File: config.mk
export PLATFORM = sky130hd
export DESIGN_NAME = sdf_update
export DESIGN_NICKNAME = d
export VERILOG_FILES = /design/src/hdl/sdf_pkg.sv /design/src/hdl/sdf_update.sv
export SDC_FILE = /design/constraint.sdc
export NUM_CORES = 1
export LEC_CHECK = 0
export ABC_AREA = 1
export BUFFER_PORTS_ARGS = -buffer_cell sky130_fd_sc_hd__buf_2
export CORE_AREA = 2 2 167 169
export DETAILED_ROUTE_END_ITERATION = 8
export DIE_AREA = 0 0 169 171
export PLACE_DENSITY = 0.55
export SYNTH_ARGS = -nofsm -noshare
export SYNTH_HDL_FRONTEND = slang
export SYNTH_SLANG_ARGS = --single-unit
File: constraint.sdc
create_clock -name vclk -period 6.2
set_input_delay 0.62 -clock vclk [all_inputs]
set_output_delay 0.62 -clock vclk [all_outputs]
set_load 0.02 [all_outputs]
File: src/hdl/sdf_pkg.sv
package sdf_pkg;

  localparam logic [15:0] LIFETIME_RESET  = 16'd30;
  localparam int          WINDOW_BITS     = 32;
  // Differences at or above this value (as unsigned) lie within the window.
  localparam logic [15:0] WINDOW_LOW_EDGE = 16'hFFE1;
  localparam logic [15:0] WINDOW_SPAN     = 16'd32;
  localparam logic [4:0]  LOW_COUNT_LIMIT = 5'd16;
  localparam logic [4:0]  LOW_COUNT_MAX   = 5'd31;

  localparam logic MODE_MESSAGE = 1'b0;
  localparam logic MODE_TICK    = 1'b1;

  localparam logic [2:0] STATUS_NEW       = 3'd0;
  localparam logic [2:0] STATUS_SEQ_RESET = 3'd1;
  localparam logic [2:0] STATUS_TOO_OLD   = 3'd2;
  localparam logic [2:0] STATUS_DUPLICATE = 3'd3;
  localparam logic [2:0] STATUS_OLD_NEW   = 3'd4;

  typedef struct packed {
    logic        mode;
    logic        forwarding;
    logic [63:0] originator_high;
    logic [63:0] originator_low;
    logic [15:0] seqno;
  } item_t;

  typedef struct packed {
    logic                   valid;
    logic                   forwarding;
    logic [63:0]            addr_high;
    logic [63:0]            addr_low;
    logic [15:0]            last_seqno;
    logic [WINDOW_BITS-1:0] seen_window;
    logic [4:0]             low_count;
    logic [15:0]            age;
  } entry_t;

  typedef struct packed {
    logic       is_duplicate;
    logic [2:0] status;
  } res_t;

endpackage

File: src/hdl/sdf_update.sv
module sdf_update (
  input  sdf_pkg::entry_t entry_i,
  input  logic [15:0]     seqno_i,
  input  logic [15:0]     lifetime_i,
  output sdf_pkg::entry_t entry_o,
  output sdf_pkg::res_t   res_o
);

  logic [15:0] diff;
  logic [15:0] back;
  logic [4:0]  low_inc;
  logic [sdf_pkg::WINDOW_BITS-1:0] back_bit;

  assign diff     = seqno_i - entry_i.last_seqno;
  assign back     = 16'd0 - diff;
  assign back_bit = {{(sdf_pkg::WINDOW_BITS-1){1'b0}}, 1'b1} << back[4:0];
  assign low_inc  = (entry_i.low_count < sdf_pkg::LOW_COUNT_MAX) ?
                    entry_i.low_count + 5'd1 : entry_i.low_count;

  always_comb begin
    entry_o     = entry_i;
    entry_o.age = lifetime_i;
    res_o.is_duplicate = 1'b0;
    res_o.status       = sdf_pkg::STATUS_NEW;
    if (diff[15] && (diff < sdf_pkg::WINDOW_LOW_EDGE)) begin
      if (low_inc > sdf_pkg::LOW_COUNT_LIMIT) begin
        entry_o.low_count   = 5'd0;
        entry_o.last_seqno  = seqno_i;
        entry_o.seen_window = {{(sdf_pkg::WINDOW_BITS-1){1'b0}}, 1'b1};
        res_o.status        = sdf_pkg::STATUS_SEQ_RESET;
      end else begin
        entry_o.low_count  = low_inc;
        res_o.is_duplicate = 1'b1;
        res_o.status       = sdf_pkg::STATUS_TOO_OLD;
      end
    end else if ((diff == 16'd0) || diff[15]) begin
      entry_o.low_count = 5'd0;
      if ((entry_i.seen_window & back_bit) != '0) begin
        res_o.is_duplicate = 1'b1;
        res_o.status       = sdf_pkg::STATUS_DUPLICATE;
      end else begin
        entry_o.seen_window = entry_i.seen_window | back_bit;
        res_o.status        = sdf_pkg::STATUS_OLD_NEW;
      end
    end else begin
      entry_o.low_count = 5'd0;
      if (diff < sdf_pkg::WINDOW_SPAN) begin
        entry_o.seen_window = (entry_i.seen_window << diff[4:0]) |
                              {{(sdf_pkg::WINDOW_BITS-1){1'b0}}, 1'b1};
      end else begin
        entry_o.seen_window = {{(sdf_pkg::WINDOW_BITS-1){1'b0}}, 1'b1};
      end
      entry_o.last_seqno = seqno_i;
    end
  end

endmodule

==> results.sh, run 1 <==
export IMPL_syn_area_sq_um=6280
export IMPL_overflow=0
export IMPL_vias=7649
export IMPL_setup_viol_count_final=0
export IMPL_drive_gt1_frac=0.126
export IMPL_p_comb_frac=1.000
export IMPL_min_path_type="primary input to output port"
export IMPL_clock_buffers=0
export IMPL_synth_top_cell_by_area="nand2_1"
export IMPL_vdd_drop_max_mv=0.0601
export IMPL_power_share_clock=0
export IMPL_synth_top_area_frac=0.304
export IMPL_outcome="finished, final reports clean"
export IMPL_swShare=0.710
export IMPL_finalPower_mw=0.985
export IMPL_yosys_top_cells_count="nand2_1 (508), nand3_1 (193), buf_4 (152), inv_1 (136), nor2_1 (93)"
export IMPL_fin_hold_ws_ns=1.24
export IMPL_drt_iter0_drc=672
export IMPL_design_area_sq_um=6020
export IMPL_core_sq_um=27300
export IMPL_numPortBuffers=126
export IMPL_path_cells="buf_2 > ha_1 > inv_1 > fa_1 > inv_1 > buf_4 > nand2_1 > nor2_1 > nand3_2 > nor2_1 > nand3_4 > nand2_4 > buf_4 > nand2_1 > inv_1 > nand2_1 > nand2_1 > buf_2"
export IMPL_rsz0062_at_grt="false"
export IMPL_antenna_found_initial=4
export IMPL_route_met3_wl_mm=1.72
export IMPL_grt_max_degree=49
export IMPL_dp_slack_ns=1.22
export IMPL_drc_errors=0
export IMPL_yosysUniqueCellTypes=34
export IMPL_io_pins=434
export IMPL_postRouteAntennaNets=0
export IMPL_dp_cells=1589
export IMPL_syn_avg_cell_area_sq_um=4.77
export IMPL_drt_wl_total_mm=22.4
export IMPL_crit_slowest_cell="fa_1"
export IMPL_syn_num_nets=1565
export IMPL_slew_headroom=0.313
export IMPL_track_usage=0.146
export IMPL_seq_power_share=0
export IMPL_drt_met1_wl_mm=9.08
export IMPL_end_kind="output port"
export IMPL_die_width_um=169
export IMPL_final_util=0.220
export IMPL_layout_nets=1493
export IMPL_die_h_um=171
export IMPL_powerDensity_nw_per_um2=164
export IMPL_synth_area_leaders="nand2_1 (30%), buf_4 (18%), nand3_1 (15%), inv_1 (8.1%), o21ai_0 (7.1%)"
export IMPL_syn_to_final_growth_pct=-4.20
export IMPL_dp_hpwl_mm=17.8
export IMPL_start_kind="primary input"
export IMPL_grt_pass1_wl_mm=34.8
export IMPL_hold_viol_final=0
export IMPL_maxCapViolations=0
export IMPL_yosysMostFrequentCell="nand2_1"
export IMPL_cp_max_fo=31
export IMPL_yosys_warnings=0
export IMPL_ctsResizeCount=0
export IMPL_hold_buffers=0
export IMPL_internal_power_mw=0.286
export IMPL_viasPerCell=4.80
export IMPL_tightest_slew_ns=1.03
export IMPL_fin_ws_ns=1.24
export IMPL_p_leak_nw=3.53
export IMPL_post_cts_setup_buffers=0
export IMPL_crit_arrival_ns=4.34
export IMPL_wire_per_inst_um=14.1
export IMPL_setup_tns_ns=0
export IMPL_die_area_sq_um=28900
export IMPL_finalCritPeriodShare=0.800
export IMPL_wl_met2_mm=11.0
export IMPL_top_layer="met5"
export IMPL_start_util=0.230
export IMPL_yosysSeqAreaShare=0
export IMPL_firstDrtPassIters=6
export IMPL_final_min_clock_period_ns=4.96
export IMPL_fmaxAchievable_mhz=202
export IMPL_row_count=61
export IMPL_drv_slew=0
export IMPL_cp_required_ns=5.58
export IMPL_globalplace_congestion=0.922
export IMPL_synth_cells=1317
export IMPL_cp_slowest_stage_delay_ns=0.46
export IMPL_postPlaceCellArea_sq_um=6010
export IMPL_switchingPower_mw=0.700
export IMPL_design_seq_count=0
export IMPL_fin_cells=1593
export IMPL_path_common_cell="nand2_1"
export IMPL_grt_pass1_vias=6826
export IMPL_crit_type="primary input to output port"
export IMPL_seqCellArea_sq_um=0
-- critical path, delay by kind of cell --
kind / cells / cell delay [ns]
buf+inv: 7 / 1.26
fa+ha+maj: 2 / 0.64
simple gates: 9 / 1.78
-- layout by cell type, fill, tap and decap left out --
cell        n
nand3_2     1
nor3_1      9
o22ai_1     3
o211ai_1    1
xnor2_1     4
nor2_1     92
nand3b_1    3
nand3_1   193
nand3_4     1
nor2_2      2
inv_1     136
nand4_1    12
a21oi_1     9
diode_2     4
mux2i_1     1
nand2_4     2
buf_4      11
xor2_1      1
ha_1       16
nor2_4      1
o31ai_1     1
and2_1      3
a31oi_1     4
o21ai_0    89
buf_2     126
nand2_1   508
inv_2       4
a22oi_1     1
or2_2       3
fa_1        1
nand2_2     5
-- path summary, 6_finish.rpt --
check	slack, ns	to	cells after the start	startpoint
max	1.24	res_o[3]	18	entry_i[53]
min	1.24	entry_o[110]	0	entry_i[110]
-- logic make-up after synthesis --
group,after synthesis,share of synthesized area
and+or+nand+nor,835,0.557
buffers and inverters,351,0.310
AOI/OAI and AO/OA,108,0.0887
adders and majority gates,17,0.0351
xor gates and xnor gates,5,0.00697
muxes,1,0.00159
-- power by group through the flow --
stage / sequential, mW / clock (mW) / combinational, mW
3_5_place_dp: 0 / 0 / 0.978
3_3_place_gp: 0 / 0 / 0.975
5_1_grt: 0 / 0.0000000434 / 1.10
2_1_floorplan: 0 / 0 / 0.847
6_report: 0 / 0.0000000867 / 0.985
4_1_cts: 0 / 0 / 0.981
-- per-layer routing --
| layer | global-route usage | vias to the layer above |
|---|---|---|
| met2 | 0.269 | 353 |
| met5 | 0 | - |
| li1 | - | 3846 |
| met1 | 0.172 | 3385 |
| met3 | 0.0222 | 63 |
| met4 | 0.0487 | 2 |
-- area by class of cell --
class | instances | area, sq um
Antenna cell | 4 | 10.0
Tap cell | 346 | 433
Multi-Input combinational cell | 966 | 4330
Fill cell | 3305 | 21300
Timing Repair Buffer | 137 | 713
Inverter | 140 | 526
(Power assumes the default switching activity.)
==> run 2, diff against run 1 <==
--- a/config.mk
+++ b/config.mk
@@ -10,7 +10,7 @@
 export CORE_AREA = 2 2 167 169
 export DETAILED_ROUTE_END_ITERATION = 8
 export DIE_AREA = 0 0 169 171
-export PLACE_DENSITY = 0.55
+export PLACE_DENSITY = 0.57
 export SYNTH_ARGS = -nofsm -noshare
 export SYNTH_HDL_FRONTEND = slang
 export SYNTH_SLANG_ARGS = --single-unit
==> constraint.sdc (replaced) <==
create_clock -name vclk -period 4.1
set_input_delay 0.41 -clock vclk [all_inputs]
set_output_delay 0.41 -clock vclk [all_outputs]
set_load 0.02 [all_outputs]
==> run 2 against run 1 <==
Compared with the run above: sequential share of layout area is the same; worst setup slack lost 0.91 ns; critical path depth shrank 2; count of clock-buffer cells in the layout is the same; global-route usage grew 0.89 points; non-clock buffer count grew 17; sequential cell count is the same; worst hold slack lost 0.42 ns; first-iteration DRC count shrank 28%; largest power group unchanged.
==> results.sh, run 2 (synthesis results as in run 1) <==
export IMPL_outcome="finished, final reports clean"
export IMPL_drv_slew=0
export IMPL_die_h_um=171
export IMPL_grt_max_degree=38
export IMPL_hold_buffers=0
export IMPL_grt_pass1_wl_mm=36.2
export IMPL_p_comb_frac=1.000
export IMPL_cp_required_ns=3.69
export IMPL_final_common_cell="nand2_1"
export IMPL_powerDensity_nw_per_um2=253
export IMPL_viasPerCell=4.75
export IMPL_design_seq_count=0
export IMPL_clock_buffers=0
export IMPL_firstDrtPassIters=6
export IMPL_vdd_drop_max_mv=0.0868
export IMPL_rsz0062_at_grt="false"
export IMPL_seq_power_share=0
export IMPL_vias=7634
export IMPL_finalCritPeriodShare=0.919
export IMPL_finalPower_mw=1.56
export IMPL_die_width_um=169
export IMPL_crit_arrival_ns=3.36
export IMPL_fill_cells=3302
export IMPL_slew_headroom=0.600
export IMPL_fmaxAchievable_mhz=265
export IMPL_io_pins=434
export IMPL_drc_errors=0
export IMPL_antenna_found_initial=2
export IMPL_crit_slowest_cell="fa_1"
export IMPL_tightest_slew_ns=0.593
export IMPL_layout_nets=1510
export IMPL_grt_pass1_vias=6991
export IMPL_internal_power_mw=0.470
export IMPL_path_cells="buf_2 > ha_1 > inv_1 > fa_1 > inv_1 > nand2_1 > nor2_1 > nand3_2 > nor2_1 > nand3_4 > nand2_4 > inv_2 > nand2_1 > nand3_1 > nand2_1 > buf_2"
export IMPL_track_usage=0.155
export IMPL_start_util=0.230
export IMPL_cp_slowest_stage_delay_ns=0.47
export IMPL_power_share_clock=0
export IMPL_maxCapViolations=0
export IMPL_globalplace_congestion=0.942
export IMPL_setup_tns_ns=0
export IMPL_drive_gt1_frac=0.140
export IMPL_critPathTopFamily="simple AND/OR/NAND/NOR gates"
export IMPL_die_area_sq_um=28900
export IMPL_switchingPower_mw=1.09
export IMPL_setup_viol_count_final=0
export IMPL_seqCellArea_sq_um=0
export IMPL_overflow=0
export IMPL_crit_type="primary input to output port"
export IMPL_numPortBuffers=126
export IMPL_end_kind="output port"
export IMPL_p_leak_nw=3.61
export IMPL_hold_viol_final=0
export IMPL_dp_hpwl_mm=19.0
export IMPL_row_count=61
export IMPL_syn_to_final_growth_pct=-1.75
export IMPL_cp_num_buf_inv=5
export IMPL_wire_per_inst_um=14.6
export IMPL_final_min_clock_period_ns=3.77
export IMPL_min_path_type="primary input to output port"
export IMPL_path_common_cell="nand2_1"
export IMPL_drt_iter0_drc=481
export IMPL_core_sq_um=27300
export IMPL_drt_wl_total_mm=23.5
export IMPL_start_kind="primary input"
export IMPL_cp_max_fo=31
export IMPL_final_cell_mix="nand2_1 (507), nand3_1 (193), inv_1 (135), buf_2 (126), nor2_1 (91)"
export IMPL_swShare=0.699
export IMPL_postRouteAntennaNets=0
==> run 2: cell types whose count changed in the layout (fill, tap and decap cells not counted) <==
cell        delta
nor2_1         -1
buf_12         +2
nand2_1        -1
nand2_2        +1
inv_1          -1
diode_2        -3
clkinvlp_4     +1
buf_4         +15
nor2_2         +1
==> run 2: power by group through the flow <==
stage / logic, mW / clock network, mW / registers (mW)
floorplan: 1.28 / 0 / 0
global route: 1.73 / 0 / 0
global placement: 1.55 / 0 / 0
CTS: 1.56 / 0 / 0
finish: 1.56 / 0.0000000326 / 0
detailed placement: 1.55 / 0 / 0
==> run 2: metrics by stage <==
stage	utilization	setup slack [ns]	hold WS (ns)	instance area (sq um)	instances
floorplan	-	0.848	0.933	6280	1317
global placement	0.225	0.225	0.820	6140	1603
detailed placement	0.225	0.223	0.820	6140	1603
CTS	0.225	0.230	0.820	6140	1603
global route	0.226	0.000204	0.820	6170	1606
finish	0.226	0.332	0.820	6170	1607
==> run 2: area by class of cell <==
cell class / instances / area (sq um) / share of cell area
Inverter: 140 / 529 / 0.0858
Tap cell: 346 / 433 / 0.0702
Multi-Input combinational cell: 966 / 4340 / 0.703
Timing Repair Buffer: 154 / 866 / 0.140
Antenna cell: 1 / 2.50 / 0.000406
==> run 2: timing repair <==
action	in CTS	in global routing
resized for setup	0	3
endpoints found under the setup margin	0	2
setup buffers	0	3
==> run 2: per-layer routing <==
layer | track usage | vias up | wire length [um]
met3 | 0.0248 | 70 | 1850
met5 | 0 | - | 13
met2 | 0.279 | 353 | 11300
met1 | 0.186 | 3336 | 9510
li1 | - | 3873 | -
met4 | 0.0524 | 2 | 829
==> run 2: worst paths after layout <==
| path | from | to | slack [ns] | depth (start not counted) |
|---|---|---|---|---|
| setup / recovery | entry_i[53] | entry_o[45] | 0.33 | 16 |
| hold / removal | entry_i[110] | entry_o[110] | 0.82 | 0 |
==> run 3, diff against run 2 <==
--- a/config.mk
+++ b/config.mk
@@ -7,10 +7,10 @@
 export LEC_CHECK = 0
 export ABC_AREA = 1
 export BUFFER_PORTS_ARGS = -buffer_cell sky130_fd_sc_hd__buf_2
-export CORE_AREA = 2 2 167 169
+export CORE_AREA = 2 2 169 171
 export DETAILED_ROUTE_END_ITERATION = 8
-export DIE_AREA = 0 0 169 171
-export PLACE_DENSITY = 0.57
+export DIE_AREA = 0 0 171 173
+export PLACE_DENSITY = 0.54
 export SYNTH_ARGS = -nofsm -noshare
 export SYNTH_HDL_FRONTEND = slang
 export SYNTH_SLANG_ARGS = --single-unit
==> constraint.sdc (replaced) <==
create_clock -name vclk -period 4.2
set_input_delay 0.42 -clock vclk [all_inputs]
set_output_delay 0.42 -clock vclk [all_outputs]
set_load 0.02 [all_outputs]
==> run 3 against run 2 <==
Compared with the run above: count of clock-buffer cells in the layout stayed put; total power is 3.7% lower; final cell count is 1.9% higher; first-iteration DRC count is 13% higher; global-route usage is 0.51 points lower; sequential share of layout area stayed put; worst hold slack better by 0.020 ns; combinational power is 4% lower; sequential cell count stayed put.
==> results.sh, run 3 (synthesis results as in run 1) <==
export IMPL_outcome="finished, final reports clean"
export IMPL_powerDensity_nw_per_um2=244
export IMPL_drt_wl_total_mm=23.1
export IMPL_hold_buffers=0
export IMPL_final_common_cell="nand2_1"
export IMPL_cp_slowest_stage_delay_ns=0.46
export IMPL_io_pins=434
export IMPL_postPlaceCellArea_sq_um=6150
export IMPL_die_h_um=173
export IMPL_grt_pass1_wl_mm=36.2
export IMPL_start_kind="primary input"
export IMPL_drive_gt1_frac=0.135
export IMPL_crit_arrival_ns=3.55
export IMPL_fmaxAchievable_mhz=252
export IMPL_fin_cells=1637
export IMPL_setup_tns_ns=0
export IMPL_path_common_cell="nand2_1"
export IMPL_fill_cells=3398
export IMPL_crit_slowest_cell="fa_1"
export IMPL_end_kind="output port"
export IMPL_final_min_clock_period_ns=3.97
export IMPL_die_area_sq_um=29600
export IMPL_numPortBuffers=126
export IMPL_maxCapViolations=0
export IMPL_firstDrtPassIters=5
export IMPL_design_area_sq_um=6170
export IMPL_dp_hpwl_mm=18.8
export IMPL_vdd_drop_max_mv=0.101
export IMPL_vias=7591
export IMPL_setup_viol_count_final=0
export IMPL_hold_viol_final=0
export IMPL_critPathTopFamily="simple AND/OR/NAND/NOR gates"
export IMPL_cp_num_buf_inv=5
export IMPL_design_seq_count=0
export IMPL_row_count=61
export IMPL_cp_max_fo=26
export IMPL_crit_type="primary input to output port"
export IMPL_viasPerCell=4.64
export IMPL_path_cells="buf_2 > inv_1 > ha_1 > inv_1 > fa_1 > or2_2 > nand2_1 > buf_4 > nand2_1 > nor2_1 > nand3_1 > nand2_1 > nor2_1 > nand2_1 > nor2_1 > nand2_1 > nand2_1 > nand2_1 > buf_2"
export IMPL_syn_to_final_growth_pct=-1.79
export IMPL_clock_buffers=0
export IMPL_seqCellArea_sq_um=0
export IMPL_dp_cells=1635
export IMPL_overflow=0
export IMPL_min_path_type="primary input to output port"
export IMPL_drv_slew=0
export IMPL_final_cell_mix="nand2_1 (508), nand3_1 (193), inv_1 (136), buf_2 (126), nor2_1 (92)"
export IMPL_start_util=0.227
export IMPL_globalplace_congestion=0.903
export IMPL_wire_per_inst_um=14.1
export IMPL_core_sq_um=27600
export IMPL_grt_pass1_vias=6893
export IMPL_drc_errors=0
export IMPL_slew_headroom=0.632
export IMPL_track_usage=0.150
export IMPL_drt_iter0_drc=545
export IMPL_cp_required_ns=3.78
export IMPL_die_width_um=171
export IMPL_post_cts_setup_buffers=0
export IMPL_tightest_slew_ns=0.552
export IMPL_finalCritPeriodShare=0.945
export IMPL_layout_nets=1507
export IMPL_hold_path_depth=0
export IMPL_postRouteAntennaNets=0
export IMPL_antenna_found_initial=4
export IMPL_rsz0062_at_grt="false"
export IMPL_grt_max_degree=54
export IMPL_p_leak_nw=3.60
export IMPL_path_depth=19
run 3: changes by cell type in the layout (fill, tap and decap cells not counted), sizes merged:
cell / delta
buf: -3
clkinvlp: -1
diode: +1
inv: +1
run 3: report_power, final:
group / internal [mW] / switching, mW / total, mW / leakage, nW
registers: 0 / 0 / 0 / 0
logic: 0.447 / 1.06 / 1.50 / 3.60
clock network: 0.0000000636 / 0 / 0.0000000636 / 0.0000127
run 3: final timing paths:
check	slack, ns	end	start
max	0.23	res_o[1]	seqno_i[0]
min	0.84	entry_o[100]	entry_i[100]
run 3: metal layers:
layer / track usage / vias to the layer above / wire (um)
li1: - / 3874 / -
met1: 0.183 / 3355 / 9570
met2: 0.272 / 308 / 11400
met3: 0.0268 / 50 / 1640
met4: 0.0300 / 4 / 459
met5: 0 / - / 25
run 3: area by class of cell:
type                       count  area (sq um)  area share
tap                          378           473      0.0767
antenna                        2          5.00    0.000812
multi-input combinational    966          4340       0.704
inverter                     140           528      0.0856
timing repair buffer         151           822       0.133
run 3: timing repair:
| action | in CTS | in global routing |
|---|---|---|
| gates resized for setup | 0 | 4 |
| endpoints found under the hold margin | 0 | 0 |
| endpoints found under the setup margin | 0 | 28 |
run 3: stage by stage:
step | hold WS [ns] | total power, mW | utilization | setup WS (ns)
after floorplan | 0.953 | 1.25 | - | 0.928
after global placement | 0.840 | 1.50 | 0.223 | 0.184
after detailed placement | 0.840 | 1.50 | 0.223 | 0.145
after CTS | 0.840 | 1.51 | 0.223 | 0.158
after global routing | 0.840 | 1.68 | 0.223 | 0.0235
final | 0.840 | 1.50 | 0.223 | 0.232
